File: src/hw/rtl/mfdc_pkg.sv
// Package for the mesh frame deframer with CRC check.
// Holds reset values, status codes and the bytewise CRC-16 update; no dependencies.
package mfdc_pkg;

    localparam logic [7:0]  FRAME_HEAD_RST = 8'hFE;
    localparam logic [7:0]  INNER_HEAD_RST = 8'hAA;
    localparam logic [7:0]  INNER_TAIL_RST = 8'h55;
    localparam logic [15:0] CRC_INIT       = 16'hFFFF;
    localparam logic [15:0] CRC_POLY       = 16'hA001;
    localparam logic [7:0]  MIN_LENGTH     = 8'd8;

    // Configuration register indices.
    localparam logic [1:0] REG_FRAME_HEAD = 2'd0;
    localparam logic [1:0] REG_INNER_HEAD = 2'd1;
    localparam logic [1:0] REG_INNER_TAIL = 2'd2;

    // Frame verdicts.
    localparam logic [2:0] STATUS_OK       = 3'd0;
    localparam logic [2:0] STATUS_FIELDS   = 3'd1;
    localparam logic [2:0] STATUS_CRC      = 3'd2;
    localparam logic [2:0] STATUS_ABORTED  = 3'd3;
    localparam logic [2:0] STATUS_TOOSHORT = 3'd4;

    // One byte of CRC-16/MODBUS, reflected, least significant bit first.
    function automatic logic [15:0] crc_byte(input logic [15:0] crc_in, input logic [7:0] b);
        logic [15:0] c;
        integer      k;
        c = crc_in ^ {8'h00, b};
        for (k = 0; k < 8; k = k + 1) begin
            if (c[0]) begin
                c = (c >> 1) ^ CRC_POLY;
            end else begin
                c = c >> 1;
            end
        end
        return c;
    endfunction

endpackage

File: src/hw/rtl/mesh_frame_deframer_crc_check.sv
// Top level of the mesh frame deframer with CRC check.
// Depends on mfdc_pkg for reset values, status codes and the CRC update.
//
//   Channel  Direction  Handshake            Payload
//   s_       in         s_valid / s_ready    s_data_byte
//   m_       out        m_valid / m_ready    m_payload_byte, m_payload_valid,
//                                            m_frame_done, m_frame_status
//   cfg_     in         cfg_wr_en            cfg_index, cfg_wdata
//
// One item is accepted per cycle while s_ready is high; each accepted item gives one result on the next clock.
// The frame state and a single output register carry the work: the result is
// computed from the incoming byte and the frame state in the accepting cycle.
// When the output register is full and m_ready is low, s_ready is low.
// Reset is synchronous on aresetn and clears the frame state and output valid.
module mesh_frame_deframer_crc_check
    import mfdc_pkg::*;
(
    input  logic       aclk,
    input  logic       aresetn,
    input  logic       s_valid,
    output logic       s_ready,
    input  logic [7:0] s_data_byte,
    output logic       m_valid,
    input  logic       m_ready,
    output logic [7:0] m_payload_byte,
    output logic       m_payload_valid,
    output logic       m_frame_done,
    output logic [2:0] m_frame_status,
    input  logic       cfg_wr_en,
    input  logic [1:0] cfg_index,
    input  logic [7:0] cfg_wdata
);

    logic [7:0]  frame_head_reg;
    logic [7:0]  inner_head_reg;
    logic [7:0]  inner_tail_reg;

    logic        in_frame_reg, in_frame_next;
    logic [8:0]  pos_reg, pos_next;
    logic [7:0]  len_reg, len_next;
    logic [15:0] crc_reg, crc_next;
    logic        fields_ok_reg, fields_ok_next;
    logic        crc_ok_reg, crc_ok_next;

    logic        out_valid_reg;
    logic [7:0]  out_byte_reg, out_byte_next;
    logic        out_pvalid_reg, out_pvalid_next;
    logic        out_done_reg, out_done_next;
    logic [2:0]  out_status_reg, out_status_next;

    logic        accept;
    logic [8:0]  pos_inc;
    logic [8:0]  len_ext;

    assign s_ready = !out_valid_reg || m_ready;
    assign accept  = s_valid && s_ready;
    assign pos_inc = pos_reg + 9'd1;
    assign len_ext = {1'b0, len_reg};

    always_comb begin
        in_frame_next   = in_frame_reg;
        pos_next        = pos_reg;
        len_next        = len_reg;
        crc_next        = crc_reg;
        fields_ok_next  = fields_ok_reg;
        crc_ok_next     = crc_ok_reg;
        out_pvalid_next = 1'b0;
        out_done_next   = 1'b0;
        out_status_next = STATUS_OK;
        if (s_data_byte == frame_head_reg) begin
            if (in_frame_reg) begin
                out_done_next   = 1'b1;
                out_status_next = STATUS_ABORTED;
            end
            in_frame_next  = 1'b1;
            pos_next       = '0;
            len_next       = '0;
            crc_next       = CRC_INIT;
            fields_ok_next = 1'b1;
            crc_ok_next    = 1'b1;
        end else if (in_frame_reg) begin
            pos_next = pos_inc;
            if (pos_inc == 9'd2) begin
                len_next = s_data_byte;
                if (s_data_byte < MIN_LENGTH) begin
                    out_done_next   = 1'b1;
                    out_status_next = STATUS_TOOSHORT;
                    in_frame_next   = 1'b0;
                end
            end else if (pos_inc > 9'd2) begin
                if (pos_inc >= 9'd4 && pos_inc <= len_ext + 9'd2) begin
                    out_pvalid_next = 1'b1;
                end
                if (pos_inc >= 9'd6 && pos_inc <= len_ext - 9'd1) begin
                    crc_next = crc_byte(crc_reg, s_data_byte);
                end
                if (pos_inc == 9'd6 && s_data_byte != inner_head_reg) begin
                    fields_ok_next = 1'b0;
                end
                if (pos_inc == 9'd7 && s_data_byte != len_reg - 8'd1) begin
                    fields_ok_next = 1'b0;
                end
                if (pos_inc == len_ext && s_data_byte != crc_reg[7:0]) begin
                    crc_ok_next = 1'b0;
                end
                if (pos_inc == len_ext + 9'd1 && s_data_byte != crc_reg[15:8]) begin
                    crc_ok_next = 1'b0;
                end
                if (pos_inc == len_ext + 9'd2 && s_data_byte != inner_tail_reg) begin
                    fields_ok_next = 1'b0;
                end
                if (pos_inc == len_ext + 9'd3) begin
                    out_done_next = 1'b1;
                    in_frame_next = 1'b0;
                    if (!fields_ok_reg) begin
                        out_status_next = STATUS_FIELDS;
                    end else if (!crc_ok_reg) begin
                        out_status_next = STATUS_CRC;
                    end else begin
                        out_status_next = STATUS_OK;
                    end
                end
            end
        end
        out_byte_next = out_pvalid_next ? s_data_byte : 8'h00;
    end

    always_ff @(posedge aclk) begin
        if (!aresetn) begin
            frame_head_reg <= FRAME_HEAD_RST;
            inner_head_reg <= INNER_HEAD_RST;
            inner_tail_reg <= INNER_TAIL_RST;
        end else if (cfg_wr_en) begin
            case (cfg_index)
                REG_FRAME_HEAD: frame_head_reg <= cfg_wdata;
                REG_INNER_HEAD: inner_head_reg <= cfg_wdata;
                REG_INNER_TAIL: inner_tail_reg <= cfg_wdata;
                default: ;
            endcase
        end
    end

    always_ff @(posedge aclk) begin
        if (!aresetn) begin
            in_frame_reg  <= 1'b0;
            pos_reg       <= '0;
            len_reg       <= '0;
            crc_reg       <= CRC_INIT;
            fields_ok_reg <= 1'b1;
            crc_ok_reg    <= 1'b1;
        end else if (accept) begin
            in_frame_reg  <= in_frame_next;
            pos_reg       <= pos_next;
            len_reg       <= len_next;
            crc_reg       <= crc_next;
            fields_ok_reg <= fields_ok_next;
            crc_ok_reg    <= crc_ok_next;
        end
    end

    always_ff @(posedge aclk) begin
        if (!aresetn) begin
            out_valid_reg <= 1'b0;
        end else if (accept) begin
            out_valid_reg <= 1'b1;
        end else if (m_ready) begin
            out_valid_reg <= 1'b0;
        end
    end

    always_ff @(posedge aclk) begin
        if (accept) begin
            out_byte_reg   <= out_byte_next;
            out_pvalid_reg <= out_pvalid_next;
            out_done_reg   <= out_done_next;
            out_status_reg <= out_status_next;
        end
    end

    assign m_valid         = out_valid_reg;
    assign m_payload_byte  = out_byte_reg;
    assign m_payload_valid = out_pvalid_reg;
    assign m_frame_done    = out_done_reg;
    assign m_frame_status  = out_status_reg;

    // A byte is never both payload and the end of a frame.
    assert property (@(posedge aclk) disable iff (!aresetn)
        m_valid |-> !(m_payload_valid && m_frame_done))
        else $error("payload and frame end reported on the same item");

    // A verdict other than ok only comes with the end of a frame.
    assert property (@(posedge aclk) disable iff (!aresetn)
        (m_valid && !m_frame_done) |-> (m_frame_status == STATUS_OK))
        else $error("status reported without frame end");

    // A head byte always opens a fresh frame at position zero.
    assert property (@(posedge aclk) disable iff (!aresetn)
        (accept && s_data_byte == frame_head_reg) |=>
            (in_frame_reg && pos_reg == 9'd0 && crc_reg == CRC_INIT))
        else $error("head byte did not restart the frame");

endmodule
File: config.mk
export PLATFORM = sky130hd
export DESIGN_NAME = mesh_frame_deframer_crc_check
export DESIGN_NICKNAME = d
export VERILOG_FILES = /design/src/hw/rtl/mfdc_pkg.sv /design/src/hw/rtl/mesh_frame_deframer_crc_check.sv
export SDC_FILE = /design/constraint.sdc
export NUM_CORES = 1
export LEC_CHECK = 0
export BUFFER_PORTS_ARGS = -buffer_cell sky130_fd_sc_hd__buf_4
export CORE_AREA = 2 2 98 100
export DETAILED_ROUTE_END_ITERATION = 7
export DIE_AREA = 0 0 100 102
export GPL_ROUTABILITY_DRIVEN = 1
export HOLD_SLACK_MARGIN = 0.03
export PLACE_DENSITY = 0.91
export REMOVE_ABC_BUFFERS = 1
export SLEW_MARGIN = 20
export SYNTH_ARGS = -nofsm -noshare
export SYNTH_HDL_FRONTEND = slang
export SYNTH_SLANG_ARGS = --single-unit
File: constraint.sdc
create_clock -name aclk -period 4.2 [get_ports aclk]
set_clock_uncertainty 0.15 [all_clocks]
set_input_delay 0.21 -clock aclk [delete_from_list [all_inputs] [get_ports aclk]]
set_output_delay 0.21 -clock aclk [all_outputs]
set_load 0.02 [all_outputs]
==> results.md <==
* Design Power at 1.503 mW
* Routed vias/inst at 6.438
* Busiest grt layer: met2
* DR vias at 4951
* Core area at 9109 um2
* Yosys cell types at 79
* Reg clk slew, reported paths at 90 ps
* Critical R2R Launch: pos_reg[0]
* WHS Endpoint: len_reg[2]
* Worst hold path depth at 2
* Peak supply drop at 227.4 uV
* Maxcap violations at 0
* RSZ-0062 raised after global routing: false
* Worst slew margin at 0.4118
* Mapped cell area at 5557 um2
* TritonCTS clock tree: yes
* Initial antenna violation count at 0
* Routability cong. at 1.002
* Synth top area share at 0.2198
* Worst slew pin tran at 880.4 ps
* Final hold vios at 0
* Largest register FFs at 16
* Cts bufs inserted at 9
* Final period utilization at 0.9467
* Final nets at 703
* First-pass GRT wire length at 24360 um
* Die Area at 10200 um2
* Hold Crit Class: input pin to register
* Drt wl/cell at 19.98 um
* Register-to-register setup slack at 220 ps
* CP Launch Type: register
* GRT met3 Usage at 0.04925
* Pwr dens at 243.6 nW/um2
* Vert. Die Dim at 102 um
* Clk root buf: clkbuf_8
* Router iterations before antenna repair at 5
* WP data arrival at 4080 ps
* Non-Filler Instances at 769
* Residual DRC at 0
* Final setup viols at 0
* Number of flops mapped to enable cells by yosys at 13
* Count of state elements after synthesis at 74
* Layout cells sized above 1 at 0.1444
* Clock sink total at 74
* Met2 GRT Util at 0.5452
* CP Max Fanout at 10
* DRT iter0 DRCs at 291
* Critical path capture point type: register
* Synth warnings at 0
* Most common cell after layout, fill and taps aside: nand2_1
* Overall Global Routing Usage at 0.3067
* RR Endpoint: crc_reg[1]
* FFs w/ async S/R, synth at 0
* Number of port buffers at 37
* Pins Over Slew Limit at 0
* Most used DFF post-synth: dfxtp_1
* Layout area overhead at 11.06%
* F_max at 0.2515 GHz
* Placed insts at 743
* Vias in the first global route at 4926
* Setup_tns at 0 ps
* Worst r2r path cells at 10
* Antenna Cells at 0
* Hold Startpoint: s_data_byte[2]
* Starting Density at 0.6100
* Crit path time final at 3976 ps
* Die width at 100 um
* Status: finished clean
* Total global routing overflow at 0
* Mean Syn Cell Area at 8.905 um2
* Seq/Total Area, Yosys at 0.2900
* Largest net degree at the start of global routing at 71
* P_leak at 2.443 nW
* Post-CTS Setup Repair Bufs at 0
* Finished Cell Area at 6171 um2
* Most frequent cells in the layout: nand2_1 (69), dfxtp_1 (61), xnor2_1 (60), buf_4 (48)
* Cells after Synth at 624
* Grt met1 use at 0.3513
* Io pins at 38
* Area after DPL at 5868 um2
* CTS max path bufs at 2
* Top cells by area in the synthesized netlist: dfxtp_1 (22%), xnor2_1 (9.5%), edfxtp_1 (7.0%)
* H-tree depth at 3
* Wirelength, routed at 15360 um
* # rows at 35
* Skew-Pair Late Insertion Delay at 370 ps
* Post-route ant nets at 0
* Data required, critical path at 4300 ps
* Critical path class: register to register
* Hpwl dp at 10890 um
* Top cell type by total area after synthesis: dfxtp_1
power breakdown:
part	internal, mW	total, mW	switching (mW)
Clock	0.262	0.570	0.308
Sequential	0.736	0.746	0.00960
Combinational	0.0838	0.187	0.103
how the worst max path moves through the flow:
| stage | start | endpoint | slack, ps |
|---|---|---|---|
| CTS | pos_reg[0] | crc_reg[4] | 330 |
| global placement | pos_reg[0] | crc_reg[3] | 510 |
| floorplan | pos_reg[0] | crc_reg[1] | 690 |
| global route | pos_reg[0] | crc_reg[1] | 40 |
| finish | pos_reg[0] | crc_reg[1] | 220 |
| detailed placement | pos_reg[0] | crc_reg[4] | 370 |
Yosys cell counts (all sizes together), types with 13 or more instances:
cell type   n
a21boi     14
a21oi      18
buf        21
clkbuf     19
dfxtp      61
edfxtp     13
ha         27
inv        14
mux2i      19
nand2      69
nand2b     13
nand3      27
nand4      14
nor2       28
nor2b      18
nor3b      13
o21ai      19
xnor2      60
xor2       28
logic make-up after synthesis:
group	share of synthesized area
adders and majority gates	0.06080
muxes	0.05044
and+or+nand+nor	0.2382
AOI/OAI and AO/OA	0.1567
DFF	0.2900
xor gates and xnor gates	0.1606
buffers and inverters	0.04323
layer usage:
layer  wire length, um  vias up  part of all wire
met4               767        0             0.050
met1              5960     2346              0.39
met3              1083       80             0.071
met5                 0        -                 0
li1                  -     2288                 -
met2              7549      237              0.49
metrics by stage:
| stage | hold slack [ps] | utilization | setup WS, ps |
|---|---|---|---|
| after floorplan | 121.9 | - | 689.7 |
| after global placement | 292.4 | 0.6442 | 508.8 |
| after detailed placement | 297.9 | 0.6442 | 373.2 |
| after CTS | 59.64 | 0.6775 | 325.1 |
| after global routing | 75.73 | 0.6775 | 44.50 |
| final | 77.23 | 0.6775 | 223.7 |
final cells by class:
cell class | count | area (um2)
clock buffer | 10 | 148.9
clock inverter | 6 | 53.80
fill | 717 | 2938
inverter | 14 | 52.55
multi-input combinational | 496 | 3705
sequential | 74 | 1612
tap | 111 | 138.9
timing repair buffer | 58 | 460.4
timing repair:
action                    in CTS  in global routing
hold endpoints to repair      25                  0
hold buffers                  10                  0
resized for setup              0                  0
critical path, stage by stage (launching register included):
cell	delay (ps)
dfxtp_1	580
ha_1	240
nand3_1	320
nor3_2	370
xor2_1	570
ha_1	300
nand3_1	90
nor3_1	280
a31oi_4	170
a21oi_4	400
mux2_2	380
Power figures use the tool's default switching activity.
